==> config.mk <==
export PLATFORM = sky130hd
export DESIGN_NAME = min_max_stack_flat
export DESIGN_NICKNAME = d
export VERILOG_FILES = /design/src/sv/mms_pkg.sv /design/src/sv/mms_in_if.sv /design/src/sv/mms_out_if.sv /design/src/sv/mms_cell.sv /design/src/sv/min_max_stack.sv /design/src/flat_wrapper.sv
export SDC_FILE = /design/constraint.sdc
export NUM_CORES = 2
export LEC_CHECK = 0
export BUFFER_PORTS_ARGS = -buffer_cell sky130_fd_sc_hd__buf_4
export CORE_ASPECT_RATIO = 2
export CORE_UTILIZATION = 50
export DETAILED_ROUTE_END_ITERATION = 8
export HOLD_SLACK_MARGIN = 0.02
export PLACE_DENSITY_LB_ADDON = 0.2
export REMOVE_ABC_BUFFERS = 1
export SETUP_SLACK_MARGIN = 0.4
export SLEW_MARGIN = 15
export SYNTH_ARGS = -nofsm -noshare
export SYNTH_HDL_FRONTEND = slang
export SYNTH_SLANG_ARGS = --single-unit
==> constraint.sdc <==
create_clock -name clk -period 52.3 [get_ports clk]
set_clock_uncertainty 0.15 [all_clocks]
set_input_delay 10.46 -clock clk [delete_from_list [all_inputs] [get_ports clk]]
set_output_delay 10.46 -clock clk [all_outputs]
set_load 0.005 [all_outputs]
==> src/sv/mms_pkg.sv <==
// Shared types and codes for the min/max stack.
`default_nettype none

package mms_pkg;

  // Operation code carried in each input word.
  typedef enum logic {
    OP_PUSH = 1'b0,
    OP_POP  = 1'b1
  } op_t;

  // Status code returned with each result word.
  typedef enum logic [1:0] {
    ST_OK    = 2'd0,
    ST_FULL  = 2'd1,
    ST_EMPTY = 2'd2
  } status_t;

  // Shift command broadcast to every cell of the chain.
  typedef struct packed {
    logic push;
    logic pop;
  } mms_shift_t;

endpackage

`default_nettype wire

==> src/sv/mms_in_if.sv <==
// Input channel of the min/max stack: operation and value to push.
`default_nettype none

interface mms_in_if;
  logic               valid;
  logic               ready;
  logic               operation;
  logic signed [31:0] push_value;

  modport source (output valid, output operation, output push_value, input ready);
  modport sink   (input valid, input operation, input push_value, output ready);
endinterface

`default_nettype wire

==> src/sv/mms_out_if.sv <==
// Result channel of the min/max stack: top, minimum, maximum and flags.
`default_nettype none

interface mms_out_if;
  logic               valid;
  logic               ready;
  logic signed [31:0] top_value;
  logic signed [31:0] min_value;
  logic signed [31:0] max_value;
  logic               is_empty;
  logic [1:0]         status;

  modport source (output valid, output top_value, output min_value, output max_value,
                  output is_empty, output status, input ready);
  modport sink   (input valid, input top_value, input min_value, input max_value,
                  input is_empty, input status, output ready);
endinterface

`default_nettype wire

==> src/sv/mms_cell.sv <==
// One stack level: value with running minimum and maximum, shifting to either neighbor.
`default_nettype none

module mms_cell
  import mms_pkg::*;
#(
  parameter int DATA_WIDTH = 32
) (
  input  wire                    clk,
  input  mms_shift_t             shift,
  input  wire [DATA_WIDTH-1:0]   up_val,
  input  wire [DATA_WIDTH-1:0]   up_min,
  input  wire [DATA_WIDTH-1:0]   up_max,
  input  wire [DATA_WIDTH-1:0]   dn_val,
  input  wire [DATA_WIDTH-1:0]   dn_min,
  input  wire [DATA_WIDTH-1:0]   dn_max,
  output logic [DATA_WIDTH-1:0]  val_r,
  output logic [DATA_WIDTH-1:0]  min_r,
  output logic [DATA_WIDTH-1:0]  max_r
);

  // A push takes the entry from the level above, a pop from the level below.
  always_ff @(posedge clk) begin
    if (shift.push) begin
      val_r <= up_val;
      min_r <= up_min;
      max_r <= up_max;
    end else if (shift.pop) begin
      val_r <= dn_val;
      min_r <= dn_min;
      max_r <= dn_max;
    end
  end

endmodule

`default_nettype wire

==> src/sv/min_max_stack.sv <==
// Top level of the min/max stack: a shifting chain of levels plus the result register.
//
//   Channel  Direction  Handshake        Payload
//   in_ch    sink       valid / ready    operation, push_value
//   out_ch   source     valid / ready    top_value, min_value, max_value, is_empty, status
//
// One word is taken per cycle while in_ch.ready is high; its result word is registered
// in the output register at acceptance, at the same edge that updates the cell chain.
// in_ch.ready is high while the output register is empty or being drained, so a
// stalled consumer holds off new words only once a result is waiting.
// rst_n (synchronous, active low) clears the entry count and the output valid flag;
// stored levels are not cleared since only occupied levels are ever read.
`default_nettype none

module min_max_stack
  import mms_pkg::*;
#(
  parameter int DEPTH      = 16,
  parameter int DATA_WIDTH = 32
) (
  input  wire       clk,
  input  wire       rst_n,
  mms_in_if.sink    in_ch,
  mms_out_if.source out_ch
);

  localparam int CNT_W = $clog2(DEPTH + 1);

  // Level 0 is always the top of the stack; deeper entries sit at higher indexes.
  logic [DATA_WIDTH-1:0] cell_val [DEPTH];
  logic [DATA_WIDTH-1:0] cell_min [DEPTH];
  logic [DATA_WIDTH-1:0] cell_max [DEPTH];
  logic [DATA_WIDTH-1:0] up_val   [DEPTH];
  logic [DATA_WIDTH-1:0] up_min   [DEPTH];
  logic [DATA_WIDTH-1:0] up_max   [DEPTH];
  logic [DATA_WIDTH-1:0] dn_val   [DEPTH];
  logic [DATA_WIDTH-1:0] dn_min   [DEPTH];
  logic [DATA_WIDTH-1:0] dn_max   [DEPTH];

  logic [CNT_W-1:0] count_r;
  logic [CNT_W-1:0] count_nxt;

  logic             accept;
  logic             is_pop;
  logic             stack_empty;
  logic             stack_full;
  mms_shift_t       shift;
  status_t          status_nxt;

  logic [DATA_WIDTH-1:0] new_val;
  logic [DATA_WIDTH-1:0] new_min;
  logic [DATA_WIDTH-1:0] new_max;
  logic [DATA_WIDTH-1:0] top_val_nxt;
  logic [DATA_WIDTH-1:0] top_min_nxt;
  logic [DATA_WIDTH-1:0] top_max_nxt;

  logic               out_valid_r;
  logic signed [31:0] out_top_r;
  logic signed [31:0] out_min_r;
  logic signed [31:0] out_max_r;
  logic               out_empty_r;
  status_t            out_status_r;

  // The result register frees as soon as the consumer takes its word.
  assign in_ch.ready = !out_valid_r || out_ch.ready;
  assign accept      = in_ch.valid && in_ch.ready;
  assign is_pop      = (op_t'(in_ch.operation) == OP_POP);

  assign stack_empty = (count_r == '0);
  assign stack_full  = (count_r == CNT_W'(DEPTH));

  // The pushed word is sign-extended (or truncated) to the storage width. Its level
  // minimum and maximum fold in those of the current top, when there is one.
  always_comb begin
    new_val = DATA_WIDTH'(in_ch.push_value);
    new_min = new_val;
    new_max = new_val;
    if (!stack_empty) begin
      if ($signed(cell_min[0]) < $signed(new_val)) begin
        new_min = cell_min[0];
      end
      if ($signed(new_val) < $signed(cell_max[0])) begin
        new_max = cell_max[0];
      end
    end
  end

  // Refused operations leave the chain and the count untouched.
  always_comb begin
    shift.push = 1'b0;
    shift.pop  = 1'b0;
    status_nxt = ST_OK;
    count_nxt  = count_r;
    if (accept) begin
      if (!is_pop) begin
        if (stack_full) begin
          status_nxt = ST_FULL;
        end else begin
          shift.push = 1'b1;
          count_nxt  = count_r + CNT_W'(1);
        end
      end else begin
        if (stack_empty) begin
          status_nxt = ST_EMPTY;
        end else begin
          shift.pop = 1'b1;
          count_nxt = count_r - CNT_W'(1);
        end
      end
    end
  end

  // Neighbor wiring: the head is fed by the pushed entry, the tail by zeros.
  always_comb begin
    for (int i = 0; i < DEPTH; i++) begin
      if (i == 0) begin
        up_val[i] = new_val;
        up_min[i] = new_min;
        up_max[i] = new_max;
      end else begin
        up_val[i] = cell_val[i-1];
        up_min[i] = cell_min[i-1];
        up_max[i] = cell_max[i-1];
      end
      if (i == DEPTH - 1) begin
        dn_val[i] = '0;
        dn_min[i] = '0;
        dn_max[i] = '0;
      end else begin
        dn_val[i] = cell_val[i+1];
        dn_min[i] = cell_min[i+1];
        dn_max[i] = cell_max[i+1];
      end
    end
  end

  for (genvar g = 0; g < DEPTH; g++) begin : g_cell
    mms_cell #(
      .DATA_WIDTH (DATA_WIDTH)
    ) u_cell (
      .clk    (clk),
      .shift  (shift),
      .up_val (up_val[g]),
      .up_min (up_min[g]),
      .up_max (up_max[g]),
      .dn_val (dn_val[g]),
      .dn_min (dn_min[g]),
      .dn_max (dn_max[g]),
      .val_r  (cell_val[g]),
      .min_r  (cell_min[g]),
      .max_r  (cell_max[g])
    );
  end

  // The top after this word is what level 0 will hold at the next edge.
  always_comb begin
    if (shift.push) begin
      top_val_nxt = new_val;
      top_min_nxt = new_min;
      top_max_nxt = new_max;
    end else if (shift.pop) begin
      top_val_nxt = dn_val[0];
      top_min_nxt = dn_min[0];
      top_max_nxt = dn_max[0];
    end else begin
      top_val_nxt = cell_val[0];
      top_min_nxt = cell_min[0];
      top_max_nxt = cell_max[0];
    end
  end

  always_ff @(posedge clk) begin
    if (!rst_n) begin
      count_r     <= '0;
      out_valid_r <= 1'b0;
    end else begin
      count_r <= count_nxt;
      if (accept) begin
        out_valid_r <= 1'b1;
      end else if (out_ch.ready) begin
        out_valid_r <= 1'b0;
      end
    end
  end

  // Reported words are the low 32 bits of the stored words; an empty stack reads zero.
  always_ff @(posedge clk) begin
    if (accept) begin
      out_status_r <= status_nxt;
      if (count_nxt == '0) begin
        out_top_r   <= '0;
        out_min_r   <= '0;
        out_max_r   <= '0;
        out_empty_r <= 1'b1;
      end else begin
        out_top_r   <= 32'(top_val_nxt);
        out_min_r   <= 32'(top_min_nxt);
        out_max_r   <= 32'(top_max_nxt);
        out_empty_r <= 1'b0;
      end
    end
  end

  assign out_ch.valid     = out_valid_r;
  assign out_ch.top_value = out_top_r;
  assign out_ch.min_value = out_min_r;
  assign out_ch.max_value = out_max_r;
  assign out_ch.is_empty  = out_empty_r;
  assign out_ch.status    = out_status_r;

endmodule

`default_nettype wire

==> src/flat_wrapper.sv <==
// flat-port wrapper written by rule: the top's interface ports become plain ports
module min_max_stack_flat import mms_pkg::*;
#(
  parameter int DEPTH      = 16,
  parameter int DATA_WIDTH = 32
)
  (clk, rst_n, in_ch_valid, in_ch_operation, in_ch_push_value, in_ch_ready, out_ch_valid, out_ch_top_value, out_ch_min_value, out_ch_max_value, out_ch_is_empty, out_ch_status, out_ch_ready);
  mms_in_if in_ch_i ();
  mms_out_if out_ch_i ();
  input  wire clk;
  input  wire rst_n;
  input wire logic [$bits(in_ch_i.valid)-1:0] in_ch_valid;
  input wire logic [$bits(in_ch_i.operation)-1:0] in_ch_operation;
  input wire logic [$bits(in_ch_i.push_value)-1:0] in_ch_push_value;
  output wire logic [$bits(in_ch_i.ready)-1:0] in_ch_ready;
  output wire logic [$bits(out_ch_i.valid)-1:0] out_ch_valid;
  output wire logic [$bits(out_ch_i.top_value)-1:0] out_ch_top_value;
  output wire logic [$bits(out_ch_i.min_value)-1:0] out_ch_min_value;
  output wire logic [$bits(out_ch_i.max_value)-1:0] out_ch_max_value;
  output wire logic [$bits(out_ch_i.is_empty)-1:0] out_ch_is_empty;
  output wire logic [$bits(out_ch_i.status)-1:0] out_ch_status;
  input wire logic [$bits(out_ch_i.ready)-1:0] out_ch_ready;
  assign in_ch_i.valid = in_ch_valid;
  assign in_ch_i.operation = in_ch_operation;
  assign in_ch_i.push_value = in_ch_push_value;
  assign in_ch_ready = in_ch_i.ready;
  assign out_ch_valid = out_ch_i.valid;
  assign out_ch_top_value = out_ch_i.top_value;
  assign out_ch_min_value = out_ch_i.min_value;
  assign out_ch_max_value = out_ch_i.max_value;
  assign out_ch_is_empty = out_ch_i.is_empty;
  assign out_ch_status = out_ch_i.status;
  assign out_ch_i.ready = out_ch_ready;
  min_max_stack #(.DEPTH(DEPTH), .DATA_WIDTH(DATA_WIDTH)) u_core (.clk(clk), .rst_n(rst_n), .in_ch(in_ch_i), .out_ch(out_ch_i));
endmodule
==> flow_summary.json <==
{
  "status": "complete, no violations",
  "maxSlewHeadroom_pct": 23.7,
  "antenna_found_initial": 9,
  "synth_cells": 6733,
  "die_area_mm2": 0.141,
  "cts_sinks": 1641,
  "hold_path_end": "u_core.g_cell[0].u_cell.max_r[0]",
  "cts_buffers": 145,
  "tns_ps": 0,
  "drv_slew": 0,
  "cts_hold_buf": 0,
  "ios": 138,
  "min_period_ps": 21670,
  "avgSynthCellArea_um2": 10.3,
  "worstSetupEndpointType": "output pin",
  "coreArea_mm2": 0.138,
  "ff2ff_setup_slack_ps": 44910,
  "synthXorXnorAreaFrac_pct": 0.0251,
  "multi_input_area_mm2": 0.0198,
  "firstDrtPassIters": 5,
  "seq_area_frac_synth_pct": 69.3,
  "hold_viol": 0,
  "r2r-start": "u_core.count_r[1]",
  "die_w_um": 266,
  "synth.distinct_cells": 55,
  "async_reset_ff_share_pct": 0,
  "drc": 0,
  "seq_area_mm2": 0.0483,
  "initial_core_util_pct": 50.4,
  "worstHoldStart": "u_core.g_cell[0].u_cell.max_r[0]",
  "htreeDepth": 4,
  "die_h_um": 530,
  "setup_viol_count_final": 0,
  "hold-path-cell-count": 2,
  "clock_tree.buffer_depth": 3,
  "cp_data_arrival_time_ps": 11060,
  "nNetsFinal": 6802,
  "synthToLayoutAreaGrowth_pct": 10.5,
  "antenna_left": 0,
  "drive_above_1_share_pct": 6.13,
  "viasPerCell": 5.27,
  "p_seq_share_pct": 53.0,
  "max_freq_ghz": 0.0461,
  "clkSlewWorstSetupHoldPaths_ps": 60,
  "grt_max_degree": 240,
  "grt_setup_unrepaired": "no",
  "n_fill_cell": 12200,
  "gr-total-overflow": 0,
  "fp-row-count": 193,
  "hold_class": "reg2reg",
  "synth.area.mux_share_pct": 0.521,
  "cts_tree": "built",
  "worst_pin_slew_ps": 1140,
  "synth_ff_type": "edfxtp_1",
  "cts_root_buf": "clkbuf_16",
  "syn-cell-area_mm2": 0.0697,
  "synthSimpleGateAreaFrac_pct": 23.3,
  "dp_hpwl_mm": 82.7,
  "clkPwrFrac_pct": 32.6,
  "postCtsSetupBuffers": 0,
  "cellPowerDensity_mw_per_mm2": 43.8,
  "grt_pass1_wl_mm": 231,
  "portBuffers": 137,
  "reg2reg_to": "u_core.out_ch.min_value[22]",
  "cts_resized": 0,
  "synth_compound_area_share_pct": 3.31,
  "synth_edf_count": 1539,
  "ys_ff_latch": 1641,
  "wire_per_inst_um": 16.4,
  "fin_crit_sh_pct": 41.4,
  "clk_latency_ps": 780,
  "first_iter_violations": 4179,
  "grt_use_total_pct": 20.3,
  "synth_top_family_by_area": "simple AND/OR/NAND/NOR gates",
  "grt_pass1_vias": 44400,
  "fin_total_pwr_w": 0.00337,
  "crit_path_start_kind": "input port",
  "critical_path_class": "in2out",
  "vias": 45700,
  "power_switching_w": 0.000911,
  "gp_routability_congestion": 0.787,
  "cp.required_ps": 41690,
  "synth_fa_ha_area_share_pct": 1.15,
  "yosysWarnings": 0,
  "switching_share_pct": 27.1,
  "p_leak_nw": 32.6,
  "worst-path-max-fanout": 4,
  "drt_wl_total_mm": 142,
  "max_cap_viol_count": 0,
  "ir_drop_mv": 0.0269,
  "place_ws_ps": 30640,
  "p_comb_share_pct": 14.4,
  "reg2reg_depth": 13,
  "p_int_w": 0.00246,
  "fin_ws_ps": 30630
}
[cell families (layout without fill, tap and decap cells)]
kind of cell | Yosys count | after routing
flops | 1641 | 1641
other cells | 0 | 3
compound gates | 354 | 354
fa+ha+maj | 64 | 64
mux | 35 | 35
xor+xnor | 2 | 2
buf+inv | 431 | 522
simple gates | 4206 | 4206
[synthesized netlist by cell type, types with 2 or more instances]
cell type / count / share of area [%]
ha_1: 64 / 1.1
a21boi_0: 3 / 0.032
o211ai_1: 4 / 0.043
nand4_1: 7 / 0.063
nand2b_1: 5 / 0.045
and2_1: 100 / 0.90
a22oi_1: 2 / 0.022
o31ai_1: 2 / 0.022
a21o_1: 9 / 0.097
nand2_1: 3983 / 21
nor3_1: 5 / 0.036
nand3_1: 8 / 0.057
a211oi_1: 46 / 0.50
xnor2_1: 2 / 0.025
o22ai_1: 32 / 0.29
clkbuf_1: 327 / 1.8
inv_1: 71 / 0.38
buf_1: 15 / 0.081
buf_2: 10 / 0.072
edfxtp_1: 1539 / 66
dfxtp_1: 102 / 2.9
nor2b_1: 37 / 0.33
o21ai_0: 49 / 0.35
buf_6: 4 / 0.065
and3_1: 2 / 0.018
o22a_1: 31 / 0.39
a211oi_2: 18 / 0.32
buf_4: 4 / 0.043
o21ai_1: 25 / 0.18
a2111oi_0: 2 / 0.025
nor2_1: 49 / 0.26
a21oi_1: 116 / 0.83
mux2i_1: 34 / 0.49
o21a_1: 5 / 0.054
[per-stage QoR]
step / hold WS [ps] / instance area (µm²) / utilization [%] / cells
after global placement: 343 / 72100 / 52.2 / 8405
final: 361 / 76900 / 55.7 / 8679
after global routing: 385 / 76900 / 55.7 / 8677
after floorplan: 313 / 68300 / - / 6373
after CTS: 365 / 76900 / 55.7 / 8675
after detailed placement: 354 / 72100 / 52.2 / 8405
[per-layer routing]
layer	vias to the layer above	wire length (µm)	global-route usage, %
met5	-	48	0
met4	8	4330	6.95
met3	217	6850	3.42
met2	863	70300	33.7
met1	22500	60900	27.0
li1	22100	-	-
[layout by cell type (no fill, tap or decap), types with 32 or more instances in the layout]
master | synthesis | routed
dfxtp_1 | 102 | 102
clkbuf_16 | 0 | 149
and2_1 | 100 | 99
nor2b_1 | 37 | 37
buf_4 | 4 | 167
inv_1 | 71 | 70
o22ai_1 | 32 | 32
edfxtp_1 | 1539 | 1539
nor2_1 | 49 | 48
a21oi_1 | 116 | 116
o21ai_0 | 49 | 49
nand2_1 | 3983 | 3982
mux2i_1 | 34 | 34
clkbuf_1 | 327 | 42
a211oi_1 | 46 | 46
ha_1 | 64 | 64
[power by group through the flow]
stage	sequential (W)	combinational, W	clock [W]
floorplan	0.00191	0.000467	0
global placement	0.00181	0.000475	0
detailed placement	0.00181	0.000490	0
CTS	0.00179	0.000492	0.00113
global route	0.00180	0.000549	0.00117
finish	0.00178	0.000483	0.00110
[critical path, cell delays in order]
cell	delay (ps)
buf_4	110
nand2b_1	280
buf_4	220
[registers in the layout (all words and copies together) (netlist names)]
| name | cells |
|---|---|
| u_core.out_ch.max_value | 32 |
| u_core.g_cell.u_cell.val_r | 512 |
| u_core.out_ch.top_value | 32 |
| u_core.g_cell.u_cell.max_r | 512 |
| u_core.out_ch.status | 2 |
| u_core.out_ch.min_value | 32 |
| u_core.out_ch.valid | 1 |
| u_core.g_cell.u_cell.min_r | 512 |
| u_core.out_ch.is_empty | 1 |
| u_core.count_r | 5 |
[area by class of cell]
class | count | share of cell area (%)
Multi-Input combinational cell | 4661 | 25.7
Clock inverter | 69 | 0.987
Inverter | 71 | 0.353
Sequential cell | 1641 | 62.7
Antenna cell | 3 | 0.00976
Timing Repair Buffer | 181 | 2.00
Clock buffer | 201 | 5.23
Tap cell | 1852 | 3.01
[worst max-delay path by stage]
stage / start / end / slack, ps / cells after the start
floorplan: out_ch_ready / u_core.out_ch.max_value[0] / -59640 / 7
global placement: out_ch_ready / in_ch_ready / 30650 / 3
detailed placement: out_ch_ready / in_ch_ready / 30640 / 3
CTS: out_ch_ready / in_ch_ready / 30630 / 3
global route: out_ch_ready / in_ch_ready / 30610 / 3
finish: out_ch_ready / in_ch_ready / 30630 / 3
No activity file was read; power rests on OpenSTA's default activity.
